<file path="config.mk">
export PLATFORM = sky130hd
export DESIGN_NAME = aarch64_relocation_patcher
export DESIGN_NICKNAME = d
export VERILOG_FILES = /design/src/arp_pkg.sv /design/src/aarch64_relocation_patcher.sv
export SDC_FILE = /design/constraint.sdc
export NUM_CORES = 1
export LEC_CHECK = 0
export BUFFER_PORTS_ARGS = -buffer_cell sky130_fd_sc_hd__buf_2
export CAP_MARGIN = 30
export CORE_MARGIN = 5
export CORE_UTILIZATION = 40
export CTS_BUF_LIST = sky130_fd_sc_hd__clkbuf_8
export CTS_CLUSTER_SIZE = 12
export DETAILED_ROUTE_END_ITERATION = 7
export PLACE_DENSITY = 0.61
export SLEW_MARGIN = 20
export SYNTH_ARGS = -nofsm -noshare
export SYNTH_HDL_FRONTEND = slang
export SYNTH_SLANG_ARGS = --single-unit
</file>
<file path="constraint.sdc">
create_clock -name clk -period 5.9 [get_ports clk]
set_input_delay 1.18 -clock clk [delete_from_list [all_inputs] [get_ports clk]]
set_output_delay 1.18 -clock clk [all_outputs]
set_load 0.01 [all_outputs]
</file>
<file path="src/arp_pkg.sv">
// types and constants for the aarch64 relocation patcher
package arp_pkg;

	localparam logic [3:0] OP_NONE       = 4'd0;
	localparam logic [3:0] OP_ABS64      = 4'd1;
	localparam logic [3:0] OP_ABS32      = 4'd2;
	localparam logic [3:0] OP_ABS16      = 4'd3;
	localparam logic [3:0] OP_ADD_LO12   = 4'd4;
	localparam logic [3:0] OP_LDST8_LO12 = 4'd5;
	localparam logic [3:0] OP_LDST16_LO12 = 4'd6;
	localparam logic [3:0] OP_LDST32_LO12 = 4'd7;
	localparam logic [3:0] OP_LDST64_LO12 = 4'd8;
	localparam logic [3:0] OP_ADRP       = 4'd9;
	localparam logic [3:0] OP_ADRP_NC    = 4'd10;
	localparam logic [3:0] OP_JUMP26     = 4'd11;
	localparam logic [3:0] OP_CALL26     = 4'd12;
	localparam logic [3:0] OP_PREL64     = 4'd13;
	localparam logic [3:0] OP_PREL32     = 4'd14;
	localparam logic [3:0] OP_PREL16     = 4'd15;

	localparam logic [1:0] WW_NONE = 2'd0;
	localparam logic [1:0] WW_16   = 2'd1;
	localparam logic [1:0] WW_32   = 2'd2;
	localparam logic [1:0] WW_64   = 2'd3;

	typedef struct packed {
		logic [3:0]         op;
		logic [63:0]        place_offset;
		logic [63:0]        symbol_value;
		logic signed [63:0] addend;
		logic               symbol_found;
		logic [63:0]        old_word;
	} req_t;

	typedef struct packed {
		logic [63:0] new_word;
		logic [1:0]  write_width;
		logic        error;
	} rsp_t;

endpackage

</file>
<file path="src/aarch64_relocation_patcher.sv">
// aarch64 rela relocation patcher, two-stage pipeline
// One relocation per clock: busy is never asserted, so a transaction is taken
// whenever start is high. The result is registered after stage two, with a
// one-cycle done strobe; the receiver cannot stall it. Stage one forms the
// place address (load_base + place_offset) and S + A, stage two does the
// pc-relative subtract, range and alignment checks and the instruction merge.
// load_base must only be written while no transaction is in flight.
module aarch64_relocation_patcher (
	input  logic            clk,
	input  logic            arst_n,
	input  logic            cfg_we,
	input  logic [63:0]     cfg_data,
	input  logic            start,
	output logic            busy,
	input  arp_pkg::req_t   req,
	output logic            done,
	output arp_pkg::rsp_t   rsp
);
	import arp_pkg::*;

	logic [63:0] load_base_q;

	logic        valid_s1;
	logic [3:0]  op_s1;
	logic [63:0] place_s1;
	logic [63:0] sa_s1;
	logic        found_s1;
	logic [31:0] insn_s1;

	logic        done_q;
	rsp_t        rsp_q;

	logic [63:0] x;
	logic [63:0] d;
	logic [11:0] imm12;
	logic        misalign;
	logic [31:0] insn_lo12;
	logic [31:0] insn_adrp;
	logic [31:0] insn_br;
	logic        adrp_ok;
	logic        br_ok;
	logic        prel32_ok;
	logic        prel16_ok;
	logic [63:0] word;
	logic [1:0]  width;
	logic        err;

	assign busy = 1'b0;

	always_ff @(posedge clk or negedge arst_n) begin
		if (!arst_n) begin
			load_base_q <= '0;
		end else if (cfg_we) begin
			load_base_q <= cfg_data;
		end
	end

	always_ff @(posedge clk or negedge arst_n) begin
		if (!arst_n) begin
			valid_s1 <= 1'b0;
			done_q   <= 1'b0;
		end else begin
			valid_s1 <= start & ~busy;
			done_q   <= valid_s1;
		end
	end

	// stage one: place and s + a
	always_ff @(posedge clk) begin
		if (start && !busy) begin
			op_s1    <= req.op;
			place_s1 <= load_base_q + req.place_offset;
			sa_s1    <= req.symbol_value + $unsigned(req.addend);
			found_s1 <= req.symbol_found;
			insn_s1  <= req.old_word[31:0];
		end
	end

	// stage two: checks and merge
	always_comb begin
		x = sa_s1 - place_s1;
		d = {12'd0, sa_s1[63:12]} - {12'd0, place_s1[63:12]};

		misalign = 1'b0;
		imm12    = sa_s1[11:0];
		unique case (op_s1)
			OP_LDST16_LO12: begin
				misalign = sa_s1[0];
				imm12    = {1'b0, sa_s1[11:1]};
			end
			OP_LDST32_LO12: begin
				misalign = |sa_s1[1:0];
				imm12    = {2'b0, sa_s1[11:2]};
			end
			OP_LDST64_LO12: begin
				misalign = |sa_s1[2:0];
				imm12    = {3'b0, sa_s1[11:3]};
			end
			default: begin
				misalign = 1'b0;
				imm12    = sa_s1[11:0];
			end
		endcase
		insn_lo12 = {insn_s1[31:22], imm12, insn_s1[9:0]};
		insn_adrp = {insn_s1[31], d[1:0], insn_s1[28:24], d[20:2], insn_s1[4:0]};
		insn_br   = {insn_s1[31:26], x[27:2]};

		adrp_ok   = (d[63:20] == '0) || (d[63:20] == '1);
		br_ok     = (x[1:0] == 2'b00) && ((x[63:27] == '0) || (x[63:27] == '1));
		prel32_ok = (x[63:32] == '0) || (x[63:31] == '1);
		prel16_ok = (x[63:16] == '0) || (x[63:15] == '1);

		word  = '0;
		width = WW_NONE;
		err   = 1'b0;
		if (op_s1 == OP_NONE) begin
			err = 1'b0;
		end else if (!found_s1) begin
			err = 1'b1;
		end else begin
			unique case (op_s1)
				OP_ABS64: begin
					word  = sa_s1;
					width = WW_64;
				end
				OP_ABS32: begin
					word  = {32'd0, sa_s1[31:0]};
					width = WW_32;
				end
				OP_ABS16: begin
					word  = {48'd0, sa_s1[15:0]};
					width = WW_16;
				end
				OP_ADD_LO12, OP_LDST8_LO12, OP_LDST16_LO12, OP_LDST32_LO12,
				OP_LDST64_LO12: begin
					err   = misalign;
					word  = {32'd0, insn_lo12};
					width = WW_32;
				end
				OP_ADRP: begin
					err   = !adrp_ok;
					word  = {32'd0, insn_adrp};
					width = WW_32;
				end
				OP_ADRP_NC: begin
					word  = {32'd0, insn_adrp};
					width = WW_32;
				end
				OP_JUMP26, OP_CALL26: begin
					err   = !br_ok;
					word  = {32'd0, insn_br};
					width = WW_32;
				end
				OP_PREL64: begin
					word  = x;
					width = WW_64;
				end
				OP_PREL32: begin
					err   = !prel32_ok;
					word  = {32'd0, x[31:0]};
					width = WW_32;
				end
				OP_PREL16: begin
					err   = !prel16_ok;
					word  = {48'd0, x[15:0]};
					width = WW_16;
				end
				default: begin
					word  = '0;
					width = WW_NONE;
				end
			endcase
		end
		if (err) begin
			word  = '0;
			width = WW_NONE;
		end
	end

	always_ff @(posedge clk) begin
		if (valid_s1) begin
			rsp_q.new_word    <= word;
			rsp_q.write_width <= width;
			rsp_q.error       <= err;
		end
	end

	assign done = done_q;
	assign rsp  = rsp_q;

	a_err_no_write: assert property (@(posedge clk) disable iff (!arst_n)
		done && rsp.error |-> rsp.write_width == WW_NONE && rsp.new_word == '0)
		else $error("error result carries a write");

	a_w32_upper_zero: assert property (@(posedge clk) disable iff (!arst_n)
		done && rsp.write_width == WW_32 |-> rsp.new_word[63:32] == '0)
		else $error("32-bit result has upper bits set");

	a_w16_upper_zero: assert property (@(posedge clk) disable iff (!arst_n)
		done && rsp.write_width == WW_16 |-> rsp.new_word[63:16] == '0)
		else $error("16-bit result has upper bits set");

	a_none_quiet: assert property (@(posedge clk) disable iff (!arst_n)
		valid_s1 && op_s1 == OP_NONE |=> done && !rsp.error && rsp.write_width == WW_NONE)
		else $error("type none produced a write or an error");

	a_latency: assert property (@(posedge clk) disable iff (!arst_n)
		start && !busy |=> ##1 done)
		else $error("result not delivered two cycles after transaction");

endmodule
</file>
==> results.py <==
metrics = {
    "status": {
        "outcome": "completed",
    },
    "job": {
        "maxCapViolations": 0,
    },
    "synth": {
        "synth_fp_nets": 3177,
        "netlist_instances": 2653,
        "synthTopCellsByCount": "a21oi_1 (237), edfxtp_1 (220), ha_1 (191)",
        "synth_seq_cells": 286,
        "syn_area_per_cell_um2": 9.13,
        "synth-compound-area-share_pct": 23.9,
        "synthFlopType": "edfxtp_1",
        "yosys-top-cells-area": "edfxtp_1 (27%), ha_1 (9.9%), dfrtp_1 (6.8%)",
        "ys_seq_area_share_pct": 34.1,
        "yosysMostFrequentCell": "a21oi_1",
        "synthXorXnorAreaFrac_pct": 7.37,
        "synth_top_family_by_area": "compound AO/OA/AOI/OAI gates",
        "yosysWarnings": 0,
        "yosys.area.top_type": "edfxtp_1",
        "ys_async_sr_fraction_pct": 23.1,
        "synth_cell_types": 91,
        "syn_area_mm2": 0.0242,
        "synth.top_cell.area_share_pct": 27.3,
        "muxShareOfSynthArea_pct": 3.51,
        "synth_edf_count": 220,
        "synthAdderAreaFrac_pct": 10.2,
        "synth-simple-area-share_pct": 17.2,
    },
    "route": {
        "viasPerCell": 5.96,
        "wl_met3_um": 7590,
        "wire_per_inst_um": 23.3,
        "met1_length_um": 42000,
        "drc_errors": 0,
        "drt-initial-drc-count": 2342,
        "drt_wl_total_um": 90600,
        "met2WireLength_um": 39400,
        "drt_pass1_iterations": 6,
        "vias": 23200,
        "ant_nets": 0,
        "routed.top_layer": "met5",
    },
    "critical_path": {
        "r2r_start": "sa_s1[17]",
        "worst_r2r_path_depth": 16,
        "cp.required_ps": 6320,
        "r2r-end": "rsp[23]",
        "crit_type": "reg -> reg",
        "arrival_ps": 6200,
        "r2r_slack_ps": 120,
        "cp-start-kind": "flip-flop",
        "endpoint": "rsp[23]",
        "endpoint_kind": "flip-flop",
        "critical_path_peak_fanout": 9,
        "crit_path_start": "sa_s1[17]",
    },
    "global_route": {
        "grt_overflow": 0,
        "grt_start_max_net_pins": 69,
        "grt_pass1_vias": 22600,
        "grtUsageTotal_pct": 26.3,
        "antenna_found_initial": 4,
        "grt_first_pass_wirelength_um": 136000,
    },
    "place": {
        "dpl_cell_area_mm2": 0.0273,
        "gp_congestion": 0.954,
        "port-buffer-count": 352,
        "hpwl_um": 75800,
    },
    "power": {
        "peakVddDrop_mv": 0.158,
        "powerDensity_mw_per_mm2": 354,
        "p_leak_uw": 0.0120,
    },
    "cells_and_area": {
        "final_area_mm2": 0.0284,
        "drive_gt1_share_pct": 21.5,
        "num-nets-final": 3584,
        "syn_to_final_growth_pct": 17.1,
    },
    "clock_tree": {
        "cts_num_sinks": 286,
        "cts-root-buf": "clkbuf_8",
        "clkTransAtPathRegs_ps": 70,
        "cts_buffer_depth": 3,
        "clk_latency_ps": 660,
        "cts_tree": "done",
        "post-cts-setup-buffer-count": 0,
        "cts_buffers": 52,
        "ctsHoldBuffers": 0,
        "htreeDepth": 2,
        "post_cts_resized": 0,
    },
    "sta": {
        "max_slew.worst_pin.slew_ps": 1020,
        "finalSetupViolCount": 0,
        "skew_ps": 52.7,
        "rsz0062_at_grt": "no",
        "period_needed_ps": 5780,
        "finalMaxSlewViolations": 0,
        "slew_headroom_pct": 31.5,
        "fin_crit_sh_pct": 97.9,
        "finalHoldViolCount": 0,
        "tns_ps": 0,
        "max_freq_ghz": 0.173,
    },
    "die": {
        "pin_count": 398,
        "core_mm2": 0.0601,
        "rows": 90,
        "dieArea_mm2": 0.0656,
        "die_y_um": 256,
        "fp.dieW_um": 256,
        "start_util_pct": 40.3,
    },
    "worst_hold_path": {
        "min_path_type": "in -> async",
    },
}
final cells by class:
class / count / area (um^2)
fillers: 5935 / 31800
multi-input cells: 2147 / 15100
flip-flops and latches: 286 / 8260
repair buffers: 461 / 2640
well taps: 782 / 978
clock buffers: 52 / 716
inverters: 112 / 420
clock inverters: 40 / 290
diodes: 4 / 10.0
power breakdown:
| part | total (uW) | switching, uW | internal [uW] | leakage [uW] |
|---|---|---|---|---|
| logic | 5420 | 3500 | 1920 | 0.00853 |
| clock network | 1860 | 859 | 1000 | 0.000551 |
| registers | 2750 | 231 | 2520 | 0.00296 |
layer usage:
layer,vias up,GRT usage [%]
li1,10900,-
met1,11200,38.4
met2,950,40.6
met3,104,5.92
met4,4,4.89
met5,-,0
logic make-up (layout without fill, tap and decap cells):
family | Yosys count | in the layout
xor+xnor | 204 | 204
compound gates | 866 | 866
flops | 286 | 286
mux | 77 | 77
buf+inv | 220 | 665
simple gates | 804 | 804
other cells | 1 | 5
fa+ha+maj | 195 | 195
critical path, stage by stage, from the launching register on:
cell and delay, ps:
edfxtp_1 500, ha_1 530, nand2_1 220, o21ai_0 630, nand2_1 100, a31oi_1 410
a2111oi_0 180, a311oi_1 640, nand4_1 240, nor3_1 250, nand4_1 120, nor4_1 610
buf_4 240, a2bb2o_2 210, a31oi_4 140, buf_4 200, a211oi_1 320
through the flow:
| step | utilization (%) | hold slack (ps) | power [uW] | setup WS [ps] | instances |
|---|---|---|---|---|---|
| after floorplan | - | 485 | 5920 | 1290 | 2653 |
| after global placement | 45.4 | 495 | 8020 | 407 | 3786 |
| after detailed placement | 45.4 | 501 | 8030 | 408 | 3786 |
| after CTS | 47.1 | 514 | 9940 | 346 | 3878 |
| after global routing | 47.2 | 460 | 10600 | 9.78 | 3882 |
| final | 47.2 | 487 | 10000 | 122 | 3884 |
placed cells by master, fill, tap and decap left out, types with 105 or more instances in the layout:
| cell | Yosys | layout |
|---|---|---|
| nor2_1 | 182 | 182 |
| buf_4 | 1 | 105 |
| xnor2_1 | 118 | 118 |
| a21oi_1 | 237 | 237 |
| nand2_1 | 188 | 188 |
| o21ai_0 | 158 | 158 |
| edfxtp_1 | 220 | 220 |
| ha_1 | 191 | 191 |
| buf_2 | 30 | 351 |
| inv_1 | 112 | 121 |
state kept, by name, summed over array words and instances (netlist names):
| register | cells |
|---|---|
| done | 1 |
| found_s1 | 1 |
| insn_s1 | 20 |
| load_base_q | 64 |
| op_s1 | 4 |
| place_s1 | 64 |
| rsp | 67 |
| sa_s1 | 64 |
| valid_s1 | 1 |
worst min path at each step:
stage	start	to	slack, ps	cells after the start
floorplan	load_base_q[0]	load_base_q[0]	480	1
global placement	load_base_q[13]	load_base_q[13]	490	1
detailed placement	load_base_q[8]	load_base_q[8]	500	1
CTS	load_base_q[8]	load_base_q[8]	510	1
global route	arst_n	valid_s1	460	2
finish	arst_n	valid_s1	490	2
Note: power is estimated with default switching activity, not from simulation.
